**src/rtl/core/smsc_pkg.sv**
```systemverilog
// Shared types, fixed-point constants and the multiply schedule for the master clip stage.
`timescale 1ns / 1ps

package smsc_pkg;

  // Sample and phase widths
  localparam int SAMPLE_BITS = 24;
  localparam int PHASE_BITS  = 32;

  // Stream payload
  localparam int LAYER_W = 24;
  localparam int VOL_W   = 16;
  localparam int IN_W    = 4 * LAYER_W + VOL_W;
  localparam int OUT_W   = ((2 * SAMPLE_BITS + 7) / 8) * 8;

  // Configuration port
  localparam int CFG_IDX_W  = 2;
  localparam int CFG_DATA_W = 32;
  localparam int GAIN_W     = 16;
  localparam int STEP_CFG_W = 32;
  localparam int MODE_W     = 2;

  typedef enum logic [CFG_IDX_W-1:0] {
    CFG_TONE_GAIN  = 2'd0,
    CFG_PHASE_STEP = 2'd1,
    CFG_MIX_MODE   = 2'd2
  } cfg_idx_t;

  typedef enum logic [MODE_W-1:0] {
    MIX_CLIP = 2'd0,
    MIX_TONE = 2'd1,
    MIX_SUM  = 2'd2
  } mix_mode_t;

  // Datapath widths
  localparam int OPD_W   = 33;             // multiplier operand, signed
  localparam int PROD_W  = 2 * OPD_W;      // multiplier product, signed
  localparam int SUM_W   = LAYER_W + 1;    // layer sum
  localparam int VOLG_W  = 30;             // volume times clip gain
  localparam int Y_W     = 31;             // folded argument, scale 2^30
  localparam int SQ_W    = 29;             // argument squared, scale 2^30
  localparam int VAL_W   = 34;             // polynomial or scaled tone
  localparam int MIX_W   = 35;             // clip plus tone
  localparam int CLAMP_W = 51;             // clamped clip product

  // Fixed-point shifts
  localparam int FRAC_Q     = 30;
  localparam int GAIN_FRAC  = 15;
  localparam int CLIP_SHIFT = 21;
  localparam int C3_SPLIT   = 32;
  localparam int OUT_SHIFT  = 33 - SAMPLE_BITS;

  // Product with the fraction bits dropped
  localparam int HI_W = PROD_W - FRAC_Q;

  // Coefficients; C3 is carried as C3 - 2^32 so that it fits the operand width
  localparam logic signed [OPD_W-1:0] CLIP_GAIN = 33'sd10407;
  localparam logic signed [OPD_W-1:0] POLY_C1   = 33'sd3373256577;
  localparam logic signed [OPD_W-1:0] POLY_C3M  = 33'sd1216270314;
  localparam logic signed [OPD_W-1:0] POLY_C5   = 33'sd2432540627;

  localparam logic signed [PROD_W-1:0]  CLAMP_HI   = 66'sd562949953421312;
  localparam logic signed [PROD_W-1:0]  CLAMP_LO   = -CLAMP_HI;
  localparam logic signed [CLAMP_W-1:0] ROUND_CLIP = 51'sd1048576;
  localparam logic        [Y_W-1:0]     HALF_Q30   = 31'd536870912;

  localparam logic signed [MIX_W-1:0] ROUND_OUT = MIX_W'(64'sd1 <<< (OUT_SHIFT - 1));
  localparam logic signed [MIX_W-1:0] OUT_MAX   = MIX_W'((64'sd1 <<< (SAMPLE_BITS - 1)) - 1);
  localparam logic signed [MIX_W-1:0] OUT_MIN   = -OUT_MAX - 1;

  // Multiplier operations and channels
  typedef enum logic [2:0] {
    OP_VOLG,
    OP_CLIP,
    OP_SQ,
    OP_A,
    OP_B,
    OP_Y,
    OP_GAIN
  } op_t;

  typedef enum logic [1:0] {
    CH_LEFT  = 2'd0,
    CH_RIGHT = 2'd1,
    CH_TONE  = 2'd2
  } ch_t;

  typedef enum logic [1:0] {
    ST_IDLE,
    ST_RUN,
    ST_DRAIN,
    ST_OUT
  } st_t;

  typedef struct packed {
    logic load;
    logic mul_en;
    op_t  op;
    ch_t  ch;
    logic out_load;
  } cmd_t;

  typedef struct packed {
    logic out_free;
  } sts_t;

  typedef struct packed {
    op_t op;
    ch_t ch;
  } sched_t;

  localparam int MUL_STEPS = 16;
  localparam int STEP_W    = $clog2(MUL_STEPS);

  // Three chains interleaved so each result is written back before its next use
  localparam sched_t SCHED [MUL_STEPS] = '{
    '{OP_VOLG, CH_LEFT},
    '{OP_SQ,   CH_TONE},
    '{OP_CLIP, CH_LEFT},
    '{OP_CLIP, CH_RIGHT},
    '{OP_A,    CH_TONE},
    '{OP_SQ,   CH_LEFT},
    '{OP_SQ,   CH_RIGHT},
    '{OP_B,    CH_TONE},
    '{OP_A,    CH_LEFT},
    '{OP_A,    CH_RIGHT},
    '{OP_Y,    CH_TONE},
    '{OP_B,    CH_LEFT},
    '{OP_B,    CH_RIGHT},
    '{OP_GAIN, CH_TONE},
    '{OP_Y,    CH_LEFT},
    '{OP_Y,    CH_RIGHT}
  };

endpackage

```
**src/rtl/core/stereo_master_soft_clip_tone_mix_core.sv**
```systemverilog
// Top level of the stereo master soft clipper with test tone mix.
// An input transfer runs the multiply schedule, a write-back drain and the output load, then
// out_tvalid rises; the load waits while the output register is full. The next stereo sample
// is accepted only after 16 products on one shared 33x33 multiplier and that load are done.
// The output register holds a finished sample while the next one is computed.
// Reset (rst_n low, synchronous) clears the controller, output valid, mode, gain,
// phase step and tone phase.
`timescale 1ns / 1ps

module stereo_master_soft_clip_tone_mix_core (
  input  logic                             clk,
  input  logic                             rst_n,
  input  logic                             in_tvalid,
  output logic                             in_tready,
  // left_layer_a, right_layer_a, left_layer_b, right_layer_b, main_vol
  input  logic [smsc_pkg::IN_W-1:0]        in_tdata,
  output logic                             out_tvalid,
  input  logic                             out_tready,
  // out_left, out_right
  output logic [smsc_pkg::OUT_W-1:0]       out_tdata,
  input  logic                             cfg_valid,
  output logic                             cfg_ready,
  input  logic [smsc_pkg::CFG_IDX_W-1:0]   cfg_index,
  input  logic [smsc_pkg::CFG_DATA_W-1:0]  cfg_data
);

  smsc_pkg::cmd_t cmd;
  smsc_pkg::sts_t sts;

  smsc_ctrl u_ctrl (
    .clk       (clk),
    .rst_n     (rst_n),
    .in_tvalid (in_tvalid),
    .in_tready (in_tready),
    .sts       (sts),
    .cmd       (cmd)
  );

  smsc_dp u_dp (
    .clk        (clk),
    .rst_n      (rst_n),
    .cmd        (cmd),
    .sts        (sts),
    .in_tdata   (in_tdata),
    .cfg_valid  (cfg_valid),
    .cfg_ready  (cfg_ready),
    .cfg_index  (cfg_index),
    .cfg_data   (cfg_data),
    .out_tvalid (out_tvalid),
    .out_tready (out_tready),
    .out_tdata  (out_tdata)
  );

endmodule

```
**src/rtl/core/smsc_mul.sv**
```systemverilog
// Shared signed multiplier with a registered product.
`timescale 1ns / 1ps

module smsc_mul (
  input  logic                                clk,
  input  logic signed [smsc_pkg::OPD_W-1:0]   a,
  input  logic signed [smsc_pkg::OPD_W-1:0]   b,
  output logic signed [smsc_pkg::PROD_W-1:0]  p_r
);

  always_ff @(posedge clk) begin
    p_r <= a * b;
  end

endmodule

```
**src/rtl/core/smsc_dp.sv**
```systemverilog
// Datapath: config registers, tone phase, operand select, write-back and output stage.
`timescale 1ns / 1ps

module smsc_dp (
  input  logic                               clk,
  input  logic                               rst_n,
  input  smsc_pkg::cmd_t                     cmd,
  output smsc_pkg::sts_t                     sts,
  input  logic [smsc_pkg::IN_W-1:0]          in_tdata,
  input  logic                               cfg_valid,
  output logic                               cfg_ready,
  input  logic [smsc_pkg::CFG_IDX_W-1:0]     cfg_index,
  input  logic [smsc_pkg::CFG_DATA_W-1:0]    cfg_data,
  output logic                               out_tvalid,
  input  logic                               out_tready,
  output logic [smsc_pkg::OUT_W-1:0]         out_tdata
);

  // Config and tone state
  logic [smsc_pkg::GAIN_W-1:0]     gain_r;
  logic [smsc_pkg::STEP_CFG_W-1:0] step_r;
  logic [smsc_pkg::MODE_W-1:0]     mode_r;
  logic [smsc_pkg::PHASE_BITS-1:0] phase_r;

  // Per-item working registers
  logic signed [smsc_pkg::SUM_W-1:0] sum_r [2];
  logic [smsc_pkg::VOL_W-1:0]        vol_r;
  logic [smsc_pkg::VOLG_W-1:0]       volg_r;
  logic signed [smsc_pkg::Y_W-1:0]   y_r   [3];
  logic [smsc_pkg::SQ_W-1:0]         sq_r  [3];
  logic signed [smsc_pkg::OPD_W-1:0] am_r  [3];
  logic signed [smsc_pkg::OPD_W-1:0] bv_r  [3];
  logic signed [smsc_pkg::VAL_W-1:0] val_r [3];

  logic                 wb_vld_r;
  smsc_pkg::op_t        wb_op_r;
  smsc_pkg::ch_t        wb_ch_r;

  logic signed [smsc_pkg::OPD_W-1:0]  mul_a;
  logic signed [smsc_pkg::OPD_W-1:0]  mul_b;
  logic signed [smsc_pkg::PROD_W-1:0] p_r;

  logic signed [smsc_pkg::LAYER_W-1:0] la, ra, lb, rb;
  logic [smsc_pkg::PHASE_BITS-1:0]     ph_u;
  logic [smsc_pkg::PHASE_BITS-1:0]     ph_mag;
  logic [smsc_pkg::PHASE_BITS+30:0]    ph_ext;
  logic signed [smsc_pkg::Y_W-1:0]     tone_y;

  logic signed [smsc_pkg::CLAMP_W-1:0] clip_t;
  logic signed [smsc_pkg::CLAMP_W-1:0] clip_rnd;
  logic signed [smsc_pkg::Y_W-1:0]     clip_y;
  logic signed [smsc_pkg::OPD_W-1:0]   am_nxt;
  logic signed [smsc_pkg::HI_W-1:0]    p_hi;
  logic signed [smsc_pkg::HI_W-1:0]    bv_full;

  logic                                out_valid_r;
  logic [smsc_pkg::SAMPLE_BITS-1:0]    out_left_r;
  logic [smsc_pkg::SAMPLE_BITS-1:0]    out_right_r;

  function automatic logic [smsc_pkg::SAMPLE_BITS-1:0] to_out(
    input logic signed [smsc_pkg::VAL_W-1:0]  clip,
    input logic signed [smsc_pkg::VAL_W-1:0]  tone,
    input logic        [smsc_pkg::MODE_W-1:0] mode
  );
    logic signed [smsc_pkg::MIX_W-1:0] mixed;
    logic signed [smsc_pkg::MIX_W-1:0] rnd;
    logic signed [smsc_pkg::MIX_W-1:0] shr;
    case (mode)
      smsc_pkg::MIX_CLIP: mixed = smsc_pkg::MIX_W'(clip);
      smsc_pkg::MIX_TONE: mixed = smsc_pkg::MIX_W'(tone);
      smsc_pkg::MIX_SUM:  mixed = smsc_pkg::MIX_W'(clip) + smsc_pkg::MIX_W'(tone);
      default:            mixed = smsc_pkg::MIX_W'(clip) + smsc_pkg::MIX_W'(tone);
    endcase
    rnd = mixed + smsc_pkg::ROUND_OUT;
    shr = rnd >>> smsc_pkg::OUT_SHIFT;
    if (shr > smsc_pkg::OUT_MAX) begin
      to_out = smsc_pkg::SAMPLE_BITS'(smsc_pkg::OUT_MAX);
    end else if (shr < smsc_pkg::OUT_MIN) begin
      to_out = smsc_pkg::SAMPLE_BITS'(smsc_pkg::OUT_MIN);
    end else begin
      to_out = smsc_pkg::SAMPLE_BITS'(shr);
    end
  endfunction

  assign cfg_ready = 1'b1;

  always_ff @(posedge clk) begin
    if (!rst_n) begin
      gain_r <= '0;
      step_r <= '0;
      mode_r <= '0;
    end else if (cfg_valid) begin
      case (cfg_index)
        smsc_pkg::CFG_TONE_GAIN:  gain_r <= cfg_data[smsc_pkg::GAIN_W-1:0];
        smsc_pkg::CFG_PHASE_STEP: step_r <= cfg_data[smsc_pkg::STEP_CFG_W-1:0];
        smsc_pkg::CFG_MIX_MODE:   mode_r <= cfg_data[smsc_pkg::MODE_W-1:0];
        default: ;
      endcase
    end
  end

  // Advance the tone when a result is loaded into the output register
  always_ff @(posedge clk) begin
    if (!rst_n) begin
      phase_r <= '0;
    end else if (cmd.out_load) begin
      phase_r <= phase_r + step_r[smsc_pkg::STEP_CFG_W-1 -: smsc_pkg::PHASE_BITS];
    end
  end

  assign la = in_tdata[smsc_pkg::LAYER_W-1:0];
  assign ra = in_tdata[2*smsc_pkg::LAYER_W-1:smsc_pkg::LAYER_W];
  assign lb = in_tdata[3*smsc_pkg::LAYER_W-1:2*smsc_pkg::LAYER_W];
  assign rb = in_tdata[4*smsc_pkg::LAYER_W-1:3*smsc_pkg::LAYER_W];

  // Fold the phase, shifted by a quarter cycle, into the polynomial's argument range
  always_comb begin
    ph_u   = {~phase_r[smsc_pkg::PHASE_BITS-1], phase_r[smsc_pkg::PHASE_BITS-2:0]};
    ph_mag = ph_u[smsc_pkg::PHASE_BITS-1] ? (~ph_u + 1'b1) : ph_u;
    ph_ext = {ph_mag, 31'b0} >> smsc_pkg::PHASE_BITS;
    tone_y = $signed(smsc_pkg::HALF_Q30 - ph_ext[smsc_pkg::Y_W-1:0]);
  end

  always_comb begin
    mul_a = '0;
    mul_b = '0;
    case (cmd.op)
      smsc_pkg::OP_VOLG: begin
        mul_a = smsc_pkg::OPD_W'(vol_r);
        mul_b = smsc_pkg::CLIP_GAIN;
      end
      smsc_pkg::OP_CLIP: begin
        mul_a = smsc_pkg::OPD_W'(sum_r[cmd.ch[0]]);
        mul_b = smsc_pkg::OPD_W'(volg_r);
      end
      smsc_pkg::OP_SQ: begin
        mul_a = smsc_pkg::OPD_W'(y_r[cmd.ch]);
        mul_b = smsc_pkg::OPD_W'(y_r[cmd.ch]);
      end
      smsc_pkg::OP_A: begin
        mul_a = smsc_pkg::POLY_C5;
        mul_b = smsc_pkg::OPD_W'(sq_r[cmd.ch]);
      end
      smsc_pkg::OP_B: begin
        mul_a = am_r[cmd.ch];
        mul_b = smsc_pkg::OPD_W'(sq_r[cmd.ch]);
      end
      smsc_pkg::OP_Y: begin
        mul_a = smsc_pkg::OPD_W'(y_r[cmd.ch]);
        mul_b = bv_r[cmd.ch];
      end
      smsc_pkg::OP_GAIN: begin
        mul_a = smsc_pkg::OPD_W'(val_r[cmd.ch]);
        mul_b = smsc_pkg::OPD_W'(gain_r);
      end
      default: begin
        mul_a = '0;
        mul_b = '0;
      end
    endcase
  end

  smsc_mul u_mul (
    .clk (clk),
    .a   (mul_a),
    .b   (mul_b),
    .p_r (p_r)
  );

  always_ff @(posedge clk) begin
    if (!rst_n) begin
      wb_vld_r <= 1'b0;
    end else begin
      wb_vld_r <= cmd.mul_en;
    end
  end

  always_ff @(posedge clk) begin
    wb_op_r <= cmd.op;
    wb_ch_r <= cmd.ch;
  end

  // Write-back arithmetic on the registered product
  always_comb begin
    if (p_r > smsc_pkg::CLAMP_HI) begin
      clip_t = smsc_pkg::CLAMP_W'(smsc_pkg::CLAMP_HI);
    end else if (p_r < smsc_pkg::CLAMP_LO) begin
      clip_t = smsc_pkg::CLAMP_W'(smsc_pkg::CLAMP_LO);
    end else begin
      clip_t = smsc_pkg::CLAMP_W'(p_r);
    end
    clip_rnd = clip_t + smsc_pkg::ROUND_CLIP;
    // within the clamp range the fold reduces to a doubling
    clip_y   = {clip_rnd[smsc_pkg::CLAMP_W-1:smsc_pkg::CLIP_SHIFT], 1'b0};

    am_nxt  = $signed(p_r[smsc_pkg::FRAC_Q+smsc_pkg::OPD_W-1:smsc_pkg::FRAC_Q])
              - smsc_pkg::POLY_C3M;
    p_hi    = p_r[smsc_pkg::PROD_W-1:smsc_pkg::FRAC_Q];
    // restore the 2^32 part of C3 that the operand left out
    bv_full = p_hi
              - $signed(smsc_pkg::HI_W'({sq_r[wb_ch_r],
                                         (smsc_pkg::C3_SPLIT - smsc_pkg::FRAC_Q)'(0)}))
              + smsc_pkg::HI_W'(smsc_pkg::POLY_C1);
  end

  always_ff @(posedge clk) begin
    if (cmd.load) begin
      sum_r[0]              <= smsc_pkg::SUM_W'(la) + smsc_pkg::SUM_W'(lb);
      sum_r[1]              <= smsc_pkg::SUM_W'(ra) + smsc_pkg::SUM_W'(rb);
      vol_r                 <= in_tdata[smsc_pkg::IN_W-1 -: smsc_pkg::VOL_W];
      y_r[smsc_pkg::CH_TONE] <= tone_y;
    end else if (wb_vld_r) begin
      case (wb_op_r)
        smsc_pkg::OP_VOLG: volg_r           <= p_r[smsc_pkg::VOLG_W-1:0];
        smsc_pkg::OP_CLIP: y_r[wb_ch_r]     <= clip_y;
        smsc_pkg::OP_SQ:   sq_r[wb_ch_r]    <=
                             p_r[smsc_pkg::FRAC_Q+smsc_pkg::SQ_W-1:smsc_pkg::FRAC_Q];
        smsc_pkg::OP_A:    am_r[wb_ch_r]    <= am_nxt;
        smsc_pkg::OP_B:    bv_r[wb_ch_r]    <= smsc_pkg::OPD_W'(bv_full);
        smsc_pkg::OP_Y:    val_r[wb_ch_r]   <=
                             p_r[smsc_pkg::FRAC_Q+smsc_pkg::VAL_W-1:smsc_pkg::FRAC_Q];
        smsc_pkg::OP_GAIN: val_r[wb_ch_r]   <=
                             p_r[smsc_pkg::GAIN_FRAC+smsc_pkg::VAL_W-1:smsc_pkg::GAIN_FRAC];
        default: ;
      endcase
    end
  end

  // Output register: hold until the transfer completes
  always_ff @(posedge clk) begin
    if (!rst_n) begin
      out_valid_r <= 1'b0;
    end else if (cmd.out_load) begin
      out_valid_r <= 1'b1;
    end else if (out_tready) begin
      out_valid_r <= 1'b0;
    end
  end

  always_ff @(posedge clk) begin
    if (cmd.out_load) begin
      out_left_r  <= to_out(val_r[smsc_pkg::CH_LEFT],  val_r[smsc_pkg::CH_TONE], mode_r);
      out_right_r <= to_out(val_r[smsc_pkg::CH_RIGHT], val_r[smsc_pkg::CH_TONE], mode_r);
    end
  end

  assign sts.out_free = !out_valid_r || out_tready;
  assign out_tvalid   = out_valid_r;
  assign out_tdata    = smsc_pkg::OUT_W'({out_right_r, out_left_r});

endmodule

```
**src/rtl/core/smsc_ctrl.sv**
```systemverilog
// Controller: accepts an item, steps the multiply schedule and hands off the result.
`timescale 1ns / 1ps

module smsc_ctrl (
  input  logic            clk,
  input  logic            rst_n,
  input  logic            in_tvalid,
  output logic            in_tready,
  input  smsc_pkg::sts_t  sts,
  output smsc_pkg::cmd_t  cmd
);

  smsc_pkg::st_t                 state_r, state_nxt;
  logic [smsc_pkg::STEP_W-1:0]   cnt_r, cnt_nxt;

  always_ff @(posedge clk) begin
    if (!rst_n) begin
      state_r <= smsc_pkg::ST_IDLE;
      cnt_r   <= '0;
    end else begin
      state_r <= state_nxt;
      cnt_r   <= cnt_nxt;
    end
  end

  always_comb begin
    state_nxt    = state_r;
    cnt_nxt      = cnt_r;
    in_tready    = 1'b0;
    cmd.load     = 1'b0;
    cmd.mul_en   = 1'b0;
    cmd.op       = smsc_pkg::OP_VOLG;
    cmd.ch       = smsc_pkg::CH_LEFT;
    cmd.out_load = 1'b0;
    case (state_r)
      smsc_pkg::ST_IDLE: begin
        in_tready = 1'b1;
        if (in_tvalid) begin
          cmd.load  = 1'b1;
          cnt_nxt   = '0;
          state_nxt = smsc_pkg::ST_RUN;
        end
      end
      smsc_pkg::ST_RUN: begin
        cmd.mul_en = 1'b1;
        cmd.op     = smsc_pkg::SCHED[cnt_r].op;
        cmd.ch     = smsc_pkg::SCHED[cnt_r].ch;
        cnt_nxt    = cnt_r + 1'b1;
        if (cnt_r == smsc_pkg::STEP_W'(smsc_pkg::MUL_STEPS - 1)) begin
          state_nxt = smsc_pkg::ST_DRAIN;
        end
      end
      smsc_pkg::ST_DRAIN: begin
        // last product writes back here
        state_nxt = smsc_pkg::ST_OUT;
      end
      smsc_pkg::ST_OUT: begin
        if (sts.out_free) begin
          cmd.out_load = 1'b1;
          state_nxt    = smsc_pkg::ST_IDLE;
        end
      end
      default: begin
        state_nxt = smsc_pkg::ST_IDLE;
      end
    endcase
  end

endmodule
```
**config.mk**
```make
export PLATFORM = sky130hd
export DESIGN_NAME = stereo_master_soft_clip_tone_mix_core
export DESIGN_NICKNAME = d
export VERILOG_FILES = /design/src/rtl/core/smsc_pkg.sv /design/src/rtl/core/stereo_master_soft_clip_tone_mix_core.sv /design/src/rtl/core/smsc_mul.sv /design/src/rtl/core/smsc_dp.sv /design/src/rtl/core/smsc_ctrl.sv
export SDC_FILE = /design/constraint.sdc
export NUM_CORES = 2
export LEC_CHECK = 0
export ABC_CLOCK_PERIOD_IN_PS = 16500
export BUFFER_PORTS_ARGS = -buffer_cell sky130_fd_sc_hd__buf_4
export CAP_MARGIN = 5
export CORE_MARGIN = 2
export CORE_UTILIZATION = 25
export CTS_BUF_LIST = sky130_fd_sc_hd__clkbuf_4 sky130_fd_sc_hd__clkbuf_8 sky130_fd_sc_hd__clkbuf_16
export CTS_CLUSTER_DIAMETER = 150
export DETAILED_ROUTE_END_ITERATION = 8
export PLACE_DENSITY_LB_ADDON = 0.2
export SETUP_SLACK_MARGIN = 0.4
export SLEW_MARGIN = 30
export SYNTH_ARGS = -nofsm -noshare
export SYNTH_HDL_FRONTEND = slang
export SYNTH_SLANG_ARGS = --single-unit
```
**constraint.sdc**
```tcl
create_clock -name clk -period 16.5 [get_ports clk]
set_clock_uncertainty 0.2 [all_clocks]
set_input_delay 0.825 -clock clk [delete_from_list [all_inputs] [get_ports clk]]
set_output_delay 0.825 -clock clk [all_outputs]
set_load 0.01 [all_outputs]
```
# [After elaboration in Yosys (flattened, before gate mapping)]
# Memory sizes are Yosys's and may differ from the RTL's. A register that Yosys moved wholly into a read port is not among the register bits.
# Index checks and enable logic that the tools add are counted.
[word_totals] ff_bits=255 mem_bits_rw=530 rom_bits=80 out_inout_bits=51 wordCells=146 n_memories=7
[op_classes] addsub=14 n_mul=1 n_lt_le_gt_ge=7 eq_ne=22 mux=57 n_bitwise=5 n_reduce_logical=18
[memory_table] name="u_dp.val_r" depth=3 word_bits=34 read_ports=4 rd_ports_with_merged_regs=0 wr=1 line_no="smsc_dp.sv:33" rtl="logic signed [smsc_pkg::VAL_W-1:0] val_r [3];"
[memory_table] name="u_dp.am_r" depth=3 word_bits=33 read_ports=1 rd_ports_with_merged_regs=0 wr=1 line_no="smsc_dp.sv:31" rtl="logic signed [smsc_pkg::OPD_W-1:0] am_r [3];"
[memory_table] name="u_dp.bv_r" depth=3 word_bits=33 read_ports=1 rd_ports_with_merged_regs=0 wr=1 line_no="smsc_dp.sv:32" rtl="logic signed [smsc_pkg::OPD_W-1:0] bv_r [3];"
[memory_table] name="u_dp.y_r" depth=3 word_bits=31 read_ports=1 rd_ports_with_merged_regs=0 wr=1 line_no="smsc_dp.sv:29" rtl="logic signed [smsc_pkg::Y_W-1:0] y_r [3];"
[memory_table] name="u_dp.sq_r" depth=3 word_bits=29 read_ports=2 rd_ports_with_merged_regs=1 wr=1 line_no="smsc_dp.sv:30" rtl="logic [smsc_pkg::SQ_W-1:0] sq_r [3];"
[memory_table] name="(name not given)" depth=16 word_bits=5 read_ports=1 rd_ports_with_merged_regs=0 wr=0 line_no="smsc_ctrl.sv:46" rtl="cmd.op = smsc_pkg::SCHED[cnt_r].op;"
[memory_table] name="+1 memories"
[ops] operator="$pmux 33 s6" count=2
[ops] operator="$pmux 35 s2" count=2
[ops] operator="$mux 51" count=2
[ops] operator="$add 34x34->35" count=2
[ops] operator="$add 35x10->35 const B" count=2
[ops] operator="$mux 35" count=2
[ops] operator="$gt 66x51->1 const B" count=1
[ops] operator="$lt 66x50->1 const B" count=1
[ops] operator="$mul 33x33->66" count=1
[ops] operator="$gt 26x24->1 const B" count=2
[ops] operator="$lt 26x24->1 const B" count=2
[ops] operator="$add 51x22->51 const B" count=1
[ops] operator="$add 24x24->25" count=2
[ops] operator="$mux 24" count=2
[ops] operator="$mux 1" count=34
[ops] operator="$mux 34" count=1
[ops] operator="$add 33x33->33 const B" count=1
[ops] operator="$sub 33x32->33" count=1
[ops] operator="$sub 33x32->33 const B" count=1
[ops] operator="$add 32x1->32 const B" count=1
[ops] operator="$add 32x32->32" count=1
[ops] operator="$mux 32" count=1
[ops] operator="$not 32->32" count=1
[ops] operator="$mux 31" count=1
[ops] operator="29 further kinds" count=57

# [Logic depth before layout (Yosys ltp)]
[logic_depth] ltp_word=9 ltp_mapped=48

# [By module]
# From an unflattened synthesis, not the netlist that was laid out.
[unflattened] hier_cells=8517 hier_area_um2=84926.5
[modules_own_cells] module="smsc_dp" instances=1 cells_per_inst=4121 area_per_inst_um2=43933.4 seq_area_each_um2=21510.6
[modules_own_cells] module="smsc_mul" instances=1 cells_per_inst=4322 area_per_inst_um2=40377.5 seq_area_each_um2=1321.3
[modules_own_cells] module="smsc_ctrl" instances=1 cells_per_inst=74 area_per_inst_um2=615.6 seq_area_each_um2=120.1

# [Worst setup path after synthesis]
# Ideal clock, no wire load.
[synth_timing] kind="register -> register" from="register u_ctrl.cnt_r[1] (netlist bit)" to="register u_dp.u_mul.p_r[65] (netlist bit)" arrival_ns=10.280 required_ns=16.228 slack_ns=5.948 stages_incl_launch_ff=43 path_buffers=4 period_less_slack_ns=10.552 cell_sequence="dfxtp_1 inv_1 ha_1 mux2_2 o211ai_1 buf_2 buf_1 clkbuf_1 nand2_1 nand3_1 o211ai_1 o21ai_0 o221ai_1 o21ai_1 clkbuf_1 nand2_1 fa_1 fa_1 (+7 left out) fa_1 inv_1 fa_1 inv_1 ha_1 a21o_1 a21o_1 a21o_1 a21o_1 a21o_1 a21oi_1 o21bai_1 a21oi_1 o21a_1 nor3_1 or3_1 a21oi_1 xnor2_1"
[synth_between] elab_chain_len=9
[synth_rtl] item="start: declaration" line_no="smsc_ctrl.sv:14" rtl="logic [smsc_pkg::STEP_W-1:0] cnt_r, cnt_nxt;"
[synth_rtl] item="start signal: assignment" line_no="smsc_ctrl.sv:22" rtl="cnt_r <= cnt_nxt;"
[synth_rtl] item="$not 4->5 (implied by the code) (*)" line_no="smsc_ctrl.sv:46, smsc_ctrl.sv:47"
[synth_rtl] item="$mem_v2 16x5 (*)"
[synth_rtl] item="$mux 5 (implied by the code) (*) (2 in series)" line_no="smsc_ctrl.sv:46"
[synth_rtl] item="$mux 6 (*)" line_no="smsc_ctrl.sv:35" rtl="case (state_r)"
[synth_rtl] item="$eq 3x2->1 / $eq 3x3->1 (equally long branches)" line_no="smsc_dp.sv:127" rtl="case (cmd.op)"
[synth_rtl] item="$reduce_or 2->1 (no line)"
[synth_rtl] item="$pmux 33 s6" line_no="smsc_dp.sv:127"
[synth_rtl] item="$mul 33x33->66 (*)" line_no="smsc_mul.sv:12" rtl="p_r <= a * b;"
[synth_rtl] item="end signal: assignment" line_no="smsc_mul.sv:12"
[synth_rtl] item="end: declaration" line_no="smsc_mul.sv:8" rtl="output logic signed [smsc_pkg::PROD_W-1:0] p_r"
# Every way passes the cells marked *; elsewhere a longest branch is shown, timed or not. The select of a mux whose other input is x is not followed.
# A chain may end at the register's enable or synchronous reset.

# [Final worst setup path]
[layout_timing] from="register u_ctrl.cnt_r[0] (netlist bit)" to="register u_dp.u_mul.p_r[64] (netlist bit)"
# The elaborated chain is that of the path after synthesis.

==> results.py <==
metrics = {
    "clock_tree": {
        "cts_sinks": 818,
        "post-cts-setup-buffers": 0,
        "clkLatencyLatePin_ns": 0.74,
        "clk_pin_slew_ns": 0.06,
        "cts_tree": "done",
        "cts_buffers": 91,
        "cts_hold_buf": 0,
        "clockBufferDepth": 3,
        "cts-root-buf": "clkbuf_16",
        "cts.htree.levels": 3,
        "cts_resized": 0,
    },
    "flow_run": {
        "drv_cap": 0,
    },
    "synthesis": {
        "synth-edff-count": 657,
        "ys_async_sr_fraction": 0,
        "synthCells": 8619,
        "ys_seq_area_frac": 0.2762,
        "ys_seq_elements": 818,
        "syn_area_um2": 83110,
        "syn_area_per_cell_um2": 9.642,
        "synthDistinctLibCells": 113,
        "ys.flop_type": "edfxtp_1",
        "yosysWarnings": 0,
        "synth_nets": 10358,
    },
    "status": {
        "violations": "design-rule violations",
        "status": "finished with violations",
    },
    "pwr": {
        "seqPwrFrac": 0.153,
        "switching_share": 0.5142,
        "power_density_nw_per_um2": 220.8,
        "p_sw_w": 0.01063,
        "p_leak_nw": 40.33,
        "pwr-share-clk": 0.104,
        "internal_power_w": 0.01004,
        "power_frac_comb": 0.743,
        "vdd_drop_max_v": 0.001011,
    },
    "timing": {
        "hold_viol": 0,
        "tightestPinTransition_ns": 1.092,
        "max_freq_mhz": 71.83,
        "tns_ns": 0,
        "worst_slack_ns": 2.578,
        "hold_slack_ns": 0.07815,
        "finalSetupViolations": 0,
        "maxSlewHeadroom": 0.2513,
        "period_share": 0.8438,
        "slew_violations": 0,
        "period_needed_ns": 13.92,
        "rsz0062_at_grt": "no",
    },
    "finish": {
        "area_growth_pct": 12.67,
        "n_fill_cell": 34962,
        "fin_nets": 10448,
        "drive_gt1_frac": 0.09289,
        "mostFrequentLayoutCells": "inv_1 (1331), fa_1 (1147), nand2_1 (1143), nor2_1 (879), edfxtp_1 (657)",
        "final_cells": 13157,
        "layout_commonest_cell": "inv_1",
    },
    "setup_path": {
        "start_kind": "register",
        "worst-endpoint-required_ns": 16.92,
        "slowest_delay_ns": 0.75,
        "crit_top_cell": "fa_1",
        "crit_type": "register to register",
        "crit_slowest_cell": "nand2_1",
        "end_kind": "register",
        "cp_max_fo": 30,
        "worst_ep_arrival_time_ns": 14.35,
    },
    "placement": {
        "place_hpwl_um": 246300,
        "port_buffers": 200,
        "dp.cells": 12981,
        "gp_congestion": 0.9389,
        "pre_cts_ws_ns": 3.029,
    },
    "global_route": {
        "grt_util_all_layers": 0.1886,
        "grt_max_degree": 119,
        "antenna_found_initial": 25,
        "grt_pass1_vias": 65686,
        "grt_pass1_wl_um": 465800,
        "grt-ovfl-total": 0,
    },
    "floorplan": {
        "die-area_um2": 337100,
        "start_util": 0.2514,
        "die_w_um": 580.6,
        "row_count": 211,
        "die_h_um": 580.6,
        "core_area_um2": 330500,
        "ioPinCount": 202,
    },
    "detailed_routing": {
        "antenna_left": 0,
        "drt_iter0_drc": 5852,
        "wl_per_cell_um": 24.41,
        "routed_wl_um": 321100,
        "routed_via_density": 4.882,
        "drtPass1Iterations": 9,
        "num_vias": 64236,
        "drc": 3,
    },
    "worst_hold_path": {
        "min_path_type": "primary input to register",
    },
}
==> worst max-delay path, delay by kind of cell (launching register included) <==
kind	cells	cell delay [ns]
xor+xnor	1	0.13
buf+inv	11	2.37
compound gates	11	3.23
flops	1	0.45
fa+ha+maj	10	4.48
simple gates	9	2.85
==> final timing paths <==
check,slack [ns],cells past startpoint,from,endpoint
setup / recovery,2.58,42,u_ctrl.cnt_r[0],u_dp.u_mul.p_r[64]
hold / removal,0.08,1,in_tdata[102],u_dp.vol_r[6]
setup reg to reg,2.58,42,u_ctrl.cnt_r[0],u_dp.u_mul.p_r[64]
hold reg to reg,0.25,0,u_dp.u_mul.p_r[4],u_dp.volg_r[4]
==> through the flow <==
| stage | cell area (um2) | total power, W | util |
|---|---|---|---|
| 3_5_place_dp | 90470 | 0.01848 | 0.2737 |
| 5_1_grt | 93620 | 0.02256 | 0.2832 |
| 6_report | 93630 | 0.02068 | 0.2833 |
| 2_1_floorplan | 83110 | 0.01345 | - |
| 4_1_cts | 93570 | 0.02076 | 0.2831 |
| 3_3_place_gp | 90310 | 0.01842 | 0.2732 |
==> layer usage <==
layer,track usage,vias to the layer above,part of all wire
met2,0.3007,2380,0.45
met4,0.06485,6,0.039
met5,0,-,0.00012
li1,-,28306,-
met1,0.2581,33085,0.44
met3,0.03078,459,0.071
==> power by group through the flow <==
stage                     logic, W  registers, W  clock network [W]
after floorplan             0.0104       0.00308                  0
after global placement      0.0152       0.00319                  0
after detailed placement    0.0153       0.00319                  0
after CTS                   0.0154       0.00315            0.00219
after global routing        0.0171       0.00316            0.00227
final                       0.0154       0.00316            0.00215
==> synth_stat cells (32+ instances only) <==
library cell | n | share of area
o21a_1 | 56 | 0.0051
nor2b_1 | 55 | 0.0041
clkbuf_1 | 306 | 0.014
xor2_1 | 114 | 0.012
nand3_1 | 167 | 0.010
o21ai_1 | 41 | 0.0025
mux2i_1 | 73 | 0.0088
a31oi_1 | 69 | 0.0052
nor2_1 | 895 | 0.040
a21o_1 | 75 | 0.0068
buf_2 | 33 | 0.0020
edfxtp_1 | 657 | 0.24
a211oi_1 | 51 | 0.0046
buf_1 | 46 | 0.0021
xnor2_1 | 222 | 0.023
a21oi_1 | 332 | 0.020
nor3_1 | 112 | 0.0067
a21boi_0 | 66 | 0.0060
fa_1 | 1148 | 0.28
nand4_1 | 48 | 0.0036
inv_1 | 1336 | 0.060
and3_1 | 36 | 0.0027
mux2_2 | 32 | 0.0043
nand2_1 | 1143 | 0.052
o211ai_1 | 53 | 0.0048
nand2b_1 | 70 | 0.0053
dfxtp_1 | 161 | 0.039
o22ai_1 | 53 | 0.0040
o21ai_0 | 193 | 0.012
ha_1 | 440 | 0.066
and2_1 | 78 | 0.0059
==> cell type report <==
class	instances	area (um2)	share of cell area
Multi-Input combinational cell	6070	54060	0.5773
Clock inverter	43	450.4	0.004811
Tap cell	4366	5463	0.05834
Clock buffer	126	2648	0.02828
Timing Repair Buffer	390	3009	0.03214
Antenna cell	6	15.01	0.0001604
Inverter	1338	5030	0.05372
Sequential cell	818	22960	0.2452
==> sequential cells by signal, summed over array words and instances, names as in the netlist, 30 cells and up <==
| register | flops |
|---|---|
| u_dp.val_r | 135 |
| u_dp.step_r | 32 |
| u_dp.sq_r | 87 |
| u_dp.y_r | 93 |
| u_dp.am_r | 99 |
| u_dp.volg_r | 30 |
| u_dp.bv_r | 99 |
| u_dp.u_mul.p_r | 66 |
| u_dp.sum_r | 50 |
| u_dp.phase_r | 32 |
==> logic make-up (layout without fill, tap and decap cells) <==
kind of cell	Yosys count	after routing	share of synthesized area
muxes	127	127	0.01909
DFF	818	818	0.2762
adders and majority gates	1588	1588	0.3428
buffers and inverters	1731	1897	0.07927
xor gates and xnor gates	336	336	0.03541
AOI/OAI and AO/OA	1272	1272	0.1033
other	1	7	0.00004512
and+or+nand+nor	2746	2746	0.1439
Power figures use the tool's default switching activity.
